**src/rtl/jtlf_pkg.sv**
```systemverilog
// Shared definitions for the job table with lowest-free-id assignment.
// Holds command and status codes, beat layouts and the types passed along the cell chain.
// Depends on nothing; used by jtlf_cell and job_table_lowest_free_id.
package jtlf_pkg;

    localparam int unsigned TABLE_SIZE_DEF = 16;
    localparam int unsigned TABLE_MAX      = 256;
    localparam int unsigned SLOT_W         = $clog2(TABLE_MAX);
    localparam int unsigned ID_W           = $clog2(TABLE_MAX + 1);

    localparam int unsigned CMD_W   = 3;
    localparam int unsigned PID_W   = 22;
    localparam int unsigned STATE_W = 2;
    localparam int unsigned JID_W   = 5;
    localparam int unsigned STAT_W  = 2;

    localparam int unsigned S_TDATA_W = 56;
    localparam int unsigned M_TDATA_W = 56;

    localparam logic [CMD_W-1:0] CMD_ADD      = 3'd0;
    localparam logic [CMD_W-1:0] CMD_DEL_PID  = 3'd1;
    localparam logic [CMD_W-1:0] CMD_DEL_JID  = 3'd2;
    localparam logic [CMD_W-1:0] CMD_FIND_PID = 3'd3;
    localparam logic [CMD_W-1:0] CMD_FIND_JID = 3'd4;
    localparam logic [CMD_W-1:0] CMD_FIND_FG  = 3'd5;

    localparam logic [STAT_W-1:0] STAT_OK      = 2'd0;
    localparam logic [STAT_W-1:0] STAT_NOMATCH = 2'd1;
    localparam logic [STAT_W-1:0] STAT_FULL    = 2'd2;

    localparam logic [STATE_W-1:0] JOB_FOREGROUND = 2'd3;

    typedef struct packed {
        logic               valid;
        logic [CMD_W-1:0]   cmd;
        logic [PID_W-1:0]   pid;
        logic [PID_W-1:0]   pgid;
        logic [STATE_W-1:0] state;
        logic [JID_W-1:0]   jid;
        logic               hit;
        logic [SLOT_W-1:0]  slot;
        logic [ID_W-1:0]    f_id;
        logic [PID_W-1:0]   f_pid;
        logic [PID_W-1:0]   f_pgid;
        logic [STATE_W-1:0] f_state;
        logic               id_hit;
        logic [ID_W-1:0]    free_id;
    } probe_t;

    typedef struct packed {
        logic               we;
        logic [SLOT_W-1:0]  slot;
        logic [ID_W-1:0]    id;
        logic [PID_W-1:0]   pid;
        logic [PID_W-1:0]   pgid;
        logic [STATE_W-1:0] state;
    } upd_t;

endpackage

```
**src/rtl/jtlf_cell.sv**
```systemverilog
// One slot of the job table: holds an entry and a used-id flag view, and passes the search probe on.
// The probe picks up the first matching slot and the first unused id as it moves down the chain.
// Depends on jtlf_pkg.
module jtlf_cell #(
    parameter logic [jtlf_pkg::SLOT_W-1:0] CELL_IDX = '0
) (
    input  logic             aclk,
    input  logic             aresetn,
    input  jtlf_pkg::probe_t probe_in,
    input  logic             id_used,
    input  jtlf_pkg::upd_t   upd,
    output jtlf_pkg::probe_t probe_out
);
    import jtlf_pkg::*;

    logic [ID_W-1:0]    id_reg;
    logic [PID_W-1:0]   pid_reg;
    logic [PID_W-1:0]   pgid_reg;
    logic [STATE_W-1:0] state_reg;
    probe_t             probe_reg;
    probe_t             probe_next;
    logic               occupied;
    logic               match;

    assign occupied = (id_reg != '0);

    always_comb begin
        unique case (probe_in.cmd)
            CMD_ADD:                   match = !occupied;
            CMD_DEL_PID, CMD_FIND_PID: match = occupied && (pid_reg == probe_in.pid);
            CMD_DEL_JID, CMD_FIND_JID: match = occupied && (id_reg == ID_W'(probe_in.jid));
            CMD_FIND_FG:               match = occupied && (state_reg == JOB_FOREGROUND);
            default:                   match = 1'b0;
        endcase
    end

    always_comb begin
        probe_next = probe_in;
        if (!probe_in.hit && match) begin
            probe_next.hit     = 1'b1;
            probe_next.slot    = CELL_IDX;
            probe_next.f_id    = id_reg;
            probe_next.f_pid   = pid_reg;
            probe_next.f_pgid  = pgid_reg;
            probe_next.f_state = state_reg;
        end
        if (!probe_in.id_hit && !id_used) begin
            probe_next.id_hit  = 1'b1;
            probe_next.free_id = ID_W'(CELL_IDX) + ID_W'(1);
        end
    end

    always_ff @(posedge aclk) begin
        if (!aresetn) begin
            probe_reg.valid <= 1'b0;
        end else begin
            probe_reg <= probe_next;
        end
    end

    always_ff @(posedge aclk) begin
        if (!aresetn) begin
            id_reg <= '0;
        end else if (upd.we && (upd.slot == CELL_IDX)) begin
            id_reg <= upd.id;
        end
    end

    always_ff @(posedge aclk) begin
        if (upd.we && (upd.slot == CELL_IDX)) begin
            pid_reg   <= upd.pid;
            pgid_reg  <= upd.pgid;
            state_reg <= upd.state;
        end
    end

    assign probe_out = probe_reg;

endmodule

```
**src/rtl/job_table_lowest_free_id.sv**
```systemverilog
// Job table with lowest-free-id assignment: top level with the cell chain, id map and result beat.
// The result beat is registered once the probe has left the last cell of the chain.
// The probe walks the cell chain one cell a cycle, since every cell registers it.
// The table takes one command at a time; the next beat is accepted once the result is taken.
// Reset (aresetn low, synchronous) frees every slot and every id at once; no clearing pass.
// Depends on jtlf_pkg and jtlf_cell.
module job_table_lowest_free_id #(
    parameter int unsigned TABLE_SIZE = jtlf_pkg::TABLE_SIZE_DEF
) (
    input  logic                               aclk,
    input  logic                               aresetn,
    input  logic                               s_tvalid,
    output logic                               s_tready,
    // command[2:0], pid[24:3], pgid[46:25], run_state[48:47], jid[53:49], zero pad
    input  logic [jtlf_pkg::S_TDATA_W-1:0]     s_tdata,
    output logic                               m_tvalid,
    input  logic                               m_tready,
    // status[1:0], found_jid[6:2], found_pid[28:7], found_pgid[50:29], found_state[52:51], pad
    output logic [jtlf_pkg::M_TDATA_W-1:0]     m_tdata
);
    import jtlf_pkg::*;

    typedef enum logic [2:0] {
        ST_IDLE = 3'b001,
        ST_BUSY = 3'b010,
        ST_OUT  = 3'b100
    } fsm_t;

    fsm_t                   state_reg;
    fsm_t                   state_next;
    probe_t                 probe [TABLE_SIZE+1];
    logic [TABLE_SIZE:0]    chain_valid;
    logic [TABLE_SIZE-1:0]  used_reg;
    logic [TABLE_SIZE-1:0]  used_next;
    upd_t                   upd;
    probe_t                 exit_p;
    logic                   s_accept;
    logic                   id_set;
    logic                   id_clr;
    logic [STAT_W-1:0]      res_status;
    logic [JID_W-1:0]       res_jid;
    logic [PID_W-1:0]       res_pid;
    logic [PID_W-1:0]       res_pgid;
    logic [STATE_W-1:0]     res_state;
    logic [M_TDATA_W-1:0]   m_tdata_reg;
    logic [M_TDATA_W-1:0]   m_tdata_next;

    assign s_tready = (state_reg == ST_IDLE);
    assign s_accept = s_tvalid && s_tready;
    assign exit_p   = probe[TABLE_SIZE];

    always_comb begin
        probe[0]       = '0;
        probe[0].valid = s_accept;
        probe[0].cmd   = s_tdata[2:0];
        probe[0].pid   = s_tdata[24:3];
        probe[0].pgid  = s_tdata[46:25];
        probe[0].state = s_tdata[48:47];
        probe[0].jid   = s_tdata[53:49];
    end

    for (genvar k = 0; k < TABLE_SIZE; k++) begin : g_cell
        jtlf_cell #(
            .CELL_IDX (SLOT_W'(k))
        ) u_cell (
            .aclk      (aclk),
            .aresetn   (aresetn),
            .probe_in  (probe[k]),
            .id_used   (used_reg[k]),
            .upd       (upd),
            .probe_out (probe[k+1])
        );
    end

    for (genvar k = 0; k <= TABLE_SIZE; k++) begin : g_valid
        assign chain_valid[k] = probe[k].valid;
    end

    always_comb begin
        upd        = '0;
        id_set     = 1'b0;
        id_clr     = 1'b0;
        res_status = STAT_NOMATCH;
        res_jid    = '0;
        res_pid    = '0;
        res_pgid   = '0;
        res_state  = '0;
        if (exit_p.valid) begin
            if (exit_p.cmd == CMD_ADD) begin
                if (exit_p.hit && exit_p.id_hit) begin
                    res_status = STAT_OK;
                    res_jid    = exit_p.free_id[JID_W-1:0];
                    upd.we     = 1'b1;
                    upd.slot   = exit_p.slot;
                    upd.id     = exit_p.free_id;
                    upd.pid    = exit_p.pid;
                    upd.pgid   = exit_p.pgid;
                    upd.state  = exit_p.state;
                    id_set     = 1'b1;
                end else begin
                    res_status = STAT_FULL;
                end
            end else if (exit_p.hit) begin
                res_status = STAT_OK;
                res_jid    = exit_p.f_id[JID_W-1:0];
                res_pid    = exit_p.f_pid;
                res_pgid   = exit_p.f_pgid;
                res_state  = exit_p.f_state;
                if (exit_p.cmd == CMD_DEL_PID || exit_p.cmd == CMD_DEL_JID) begin
                    upd.we   = 1'b1;
                    upd.slot = exit_p.slot;
                    id_clr   = 1'b1;
                end
            end
        end
    end

    always_comb begin
        used_next = used_reg;
        for (int i = 0; i < TABLE_SIZE; i++) begin
            if (id_set && (exit_p.free_id == ID_W'(i + 1))) begin
                used_next[i] = 1'b1;
            end
            if (id_clr && (exit_p.f_id == ID_W'(i + 1))) begin
                used_next[i] = 1'b0;
            end
        end
    end

    assign m_tdata_next = {3'b000, res_state, res_pgid, res_pid, res_jid, res_status};

    always_comb begin
        state_next = state_reg;
        unique case (state_reg)
            ST_IDLE: begin
                if (s_accept) begin
                    state_next = ST_BUSY;
                end
            end
            ST_BUSY: begin
                if (exit_p.valid) begin
                    state_next = ST_OUT;
                end
            end
            ST_OUT: begin
                if (m_tready) begin
                    state_next = ST_IDLE;
                end
            end
            default: state_next = ST_IDLE;
        endcase
    end

    always_ff @(posedge aclk) begin
        if (!aresetn) begin
            state_reg <= ST_IDLE;
            used_reg  <= '0;
        end else begin
            state_reg <= state_next;
            used_reg  <= used_next;
        end
    end

    always_ff @(posedge aclk) begin
        if (exit_p.valid) begin
            m_tdata_reg <= m_tdata_next;
        end
    end

    assign m_tvalid = (state_reg == ST_OUT);
    assign m_tdata  = m_tdata_reg;

    a_single_probe: assert property (@(posedge aclk) disable iff (!aresetn)
        $onehot0(chain_valid))
        else $error("More than one command is walking the cell chain.");

    a_probe_enters: assert property (@(posedge aclk) disable iff (!aresetn)
        s_accept |=> probe[1].valid)
        else $error("An accepted command did not enter the first cell.");

    a_result_from_exit: assert property (@(posedge aclk) disable iff (!aresetn)
        $rose(m_tvalid) |-> $past(exit_p.valid))
        else $error("A result beat appeared without a command leaving the chain.");

    a_add_free_id: assert property (@(posedge aclk) disable iff (!aresetn)
        id_set |-> ($countones(used_next) == $countones(used_reg) + 1))
        else $error("An add handed out an id that was already in use.");

endmodule
```
**config.mk**
```make
export PLATFORM = sky130hd
export DESIGN_NAME = job_table_lowest_free_id
export DESIGN_NICKNAME = d
export VERILOG_FILES = /design/src/rtl/jtlf_pkg.sv /design/src/rtl/jtlf_cell.sv /design/src/rtl/job_table_lowest_free_id.sv
export SDC_FILE = /design/constraint.sdc
export NUM_CORES = 2
export LEC_CHECK = 0
export ABC_CLOCK_PERIOD_IN_PS = 7300
export BUFFER_PORTS_ARGS = -buffer_cell sky130_fd_sc_hd__buf_4
export CORE_MARGIN = 8
export CORE_UTILIZATION = 63
export DETAILED_ROUTE_END_ITERATION = 16
export PLACE_DENSITY = 0.79
export SYNTH_ARGS = -nofsm -noshare
export SYNTH_HDL_FRONTEND = slang
export SYNTH_HIERARCHICAL = 1
export SYNTH_SLANG_ARGS = --single-unit
```
**constraint.sdc**
```tcl
create_clock -name aclk -period 7.3 [get_ports aclk]
set_clock_uncertainty 0.2 [all_clocks]
set_input_delay 2.19 -clock aclk [delete_from_list [all_inputs] [get_ports aclk]]
set_output_delay 2.19 -clock aclk [all_outputs]
set_load 0.02 [all_outputs]
```
==> qor.txt <==
Worst-Skew Late Latency: 0.91 ns
Post-CTS Setup Bufs: 0
Max clock buf depth: 4
global routing usage summed across all routing layers: 19.1%
Hold Path Depth: 0
final number of hold-violating endpoints: 0
Vias: 50600
number of top-level pins: 118
WL/cell: 20.8 µm
cts bufs inserted: 305
final count of pins violating max slew: 0
die height: 440 µm
Crit Path Max Fanout: 54
pin count of the biggest net entering global routing: 186
per-cell via count in the routed design: 5.64
sequential cell fraction of total power: 56.1%
antenna violation net count after detailed routing: 0
data arrival time of the critical path: 5.51 ns
time the worst path needs with I/O delays and setup: 4.91 ns
Horiz. Die Dim: 440 µm
overall routed net length: 187000 µm
Resized Gates After CTS: 0
RSZ-0062 raised after global routing: no
number of flip-flops under the largest register name: 2059
CTS tree: yes
first-pass GRT wire length: 294000 µm
total power draw: 35.4 mW
cell internal pwr: 28.7 mW
Lkg Pwr: 40.6 nW
final routed DRC violation total: 0
critical path launch point type: flop
ratio of total power to cell area: 281 mW/mm²
share of the cycle needed by the critical path after routing: 67.3%
Net Sw Frac: 19.2%
worst hold start: g_cell[13].u_cell/probe_out[80]
fmax: 0.204 GHz
number of sinks handled by clock tree synthesis: 3011
H-tree depth: 5
fraction of layout instances using a drive strength above 1: 14.7%
half-perimeter wire length after detailed placement: 116000 µm
Hold-fix buffers, CTS: 0
starting utilization of the core area: 63.4%
synthesized instance count: 5953
Total Die Area: 0.193 mm²
clock-pin slew of the registers on the worst-case setup and hold paths: 0.06 ns
worst reg2reg setup slack: 2.39 ns
mean instance size in the synthesized netlist: 19.0 µm²
Core Box Area: 0.178 mm²
antenna violations before repair: 3
DRC marker count from the first detailed-route iteration: 3900
path category of the worst min-delay check: reg2reg
setup violators final: 0
Hold EP: g_cell[14].u_cell/probe_out[80]
Yosys Warn Count: 6
number of detailed-routing iterations run before antenna repair: 6
worst reg2reg path endpoint: g_cell[2].u_cell/id_reg[4]
transition time at the pin with the least slew margin: 1.20 ns
aggregate global routing overflow: 0
post-route standard cell area excluding fillers: 0.126 mm²
worst slew margin relative to its limit: 19.8%
maxcap violations: 0
Buffers on Ports: 112
crit path kind: reg2reg
fillcell total: 10300
placed cell areas: 0.117 mm²
Mapped Area: 0.113 mm²
part of the power in combinational logic: 2.5%
status: complete, no violations
CP required: 7.89 ns
number of placement rows: 155
weighted congestion reported at the end of routability-driven placement: 0.828
VDD IR max: 0.000196 V
accumulated negative setup slack: 0 ns
kind of end point of the critical path: flop
number of global-route vias before repair: 52700
cell chosen for the clock root: clkbuf_16
source of the worst register-to-register timing path: g_cell[15].u_cell/probe_out[73]
Util after Layout: 70.7%
layout-stage area growth over the synthesis result: 11.5%
number of nets at the end of the flow: 6448
net switching power: 6.80 mW
R2R depth: 11
part of the total power dissipated in the clock network: 41.4%
==> how the worst max path moves through the flow <==
| stage | end | slack, ns | cells past startpoint | from |
|---|---|---|---|---|
| after global placement | g_cell[0].u_cell/probe_out[14] | 1.86 | 8 | s_tdata[2] |
| final | g_cell[2].u_cell/id_reg[4] | 2.39 | 11 | g_cell[15].u_cell/probe_out[73] |
| after global routing | g_cell[2].u_cell/id_reg[3] | 1.92 | 11 | g_cell[15].u_cell/probe_out[73] |
| after floorplan | g_cell[13].u_cell/id_reg[0] | 1.28 | 8 | g_cell[15].u_cell/probe_out[128] |
| after CTS | g_cell[2].u_cell/id_reg[4] | 2.37 | 11 | g_cell[15].u_cell/probe_out[73] |
| after detailed placement | g_cell[0].u_cell/probe_out[22] | 1.84 | 8 | s_tdata[10] |
==> layout by cell type, fill, tap and decap left out, types with 12 or more instances in the layout <==
master	count
nor2b_1	212
clkinv_2	40
nor4_1	97
nor3b_1	15
and2_1	152
buf_12	14
or2_2	51
edfxtp_1	2832
dfxtp_1	178
a21boi_0	90
mux2_4	22
mux2i_1	59
nor3_1	31
inv_1	29
nand4_1	67
clkbuf_1	79
mux2_1	603
nor4_2	22
nand3_1	15
mux2_2	255
buf_4	163
nor2_1	70
bufinv_16	24
o21ai_1	12
nand2b_1	58
xor2_1	269
clkinv_1	60
a21oi_1	30
o221a_1	22
and3_1	63
conb_1	79
xnor2_1	180
clkbuf_16	309
nand4b_1	13
nand2_1	210
==> through the flow <==
stage / setup slack [ns] / std cells / hold WS (ns)
finish: 2.39 / 8969 / 0.194
detailed placement: 1.84 / 8436 / 0.205
global route: 1.92 / 8967 / 0.195
CTS: 2.37 / 8967 / 0.187
global placement: 1.86 / 8436 / 0.201
floorplan: 1.28 / 6031 / 0.200
==> critical path: stages (launching register included) <==
cell and delay, ns:
edfxtp_1 0.32, buf_4 0.44, nand3b_1 0.18, a211oi_2 0.22, buf_4 0.29, and2_1 0.59
nor3b_1 0.31, nand4b_1 0.63, inv_2 0.78, buf_4 0.49, nand2_1 0.11, a21boi_0 0.22
==> area by class of cell <==
cell class,instances,area (µm²),share of cell area (%)
antenna,2,5.00,0.00397
clock inverter,138,1260,0.998
inverter,39,146,0.116
clock buffer,393,8100,6.42
timing repair buffer,178,1530,1.21
tap,2355,2950,2.34
multi-input combinational,2853,23500,18.6
sequential,3011,88600,70.3
==> power by group through the flow <==
stage / Clock, mW / Sequential, mW / Combinational, mW
floorplan: 0 / 20.1 / 0.506
global placement: 0 / 20.2 / 0.846
detailed placement: 0 / 20.2 / 0.879
CTS: 15.0 / 19.9 / 0.899
global route: 15.6 / 19.9 / 0.979
finish: 14.7 / 19.9 / 0.889
==> routing by layer <==
metal / share of wire (%) / vias to the layer above / global-route usage [%]
met5: 0 / - / 0
met1: 44 / 25300 / 26.0
met2: 48 / 1245 / 32.0
met4: 2.8 / 0 / 6.39
met3: 4.8 / 386 / 3.05
li1: - / 23600 / -
No activity file was read; power rests on OpenSTA's default activity.
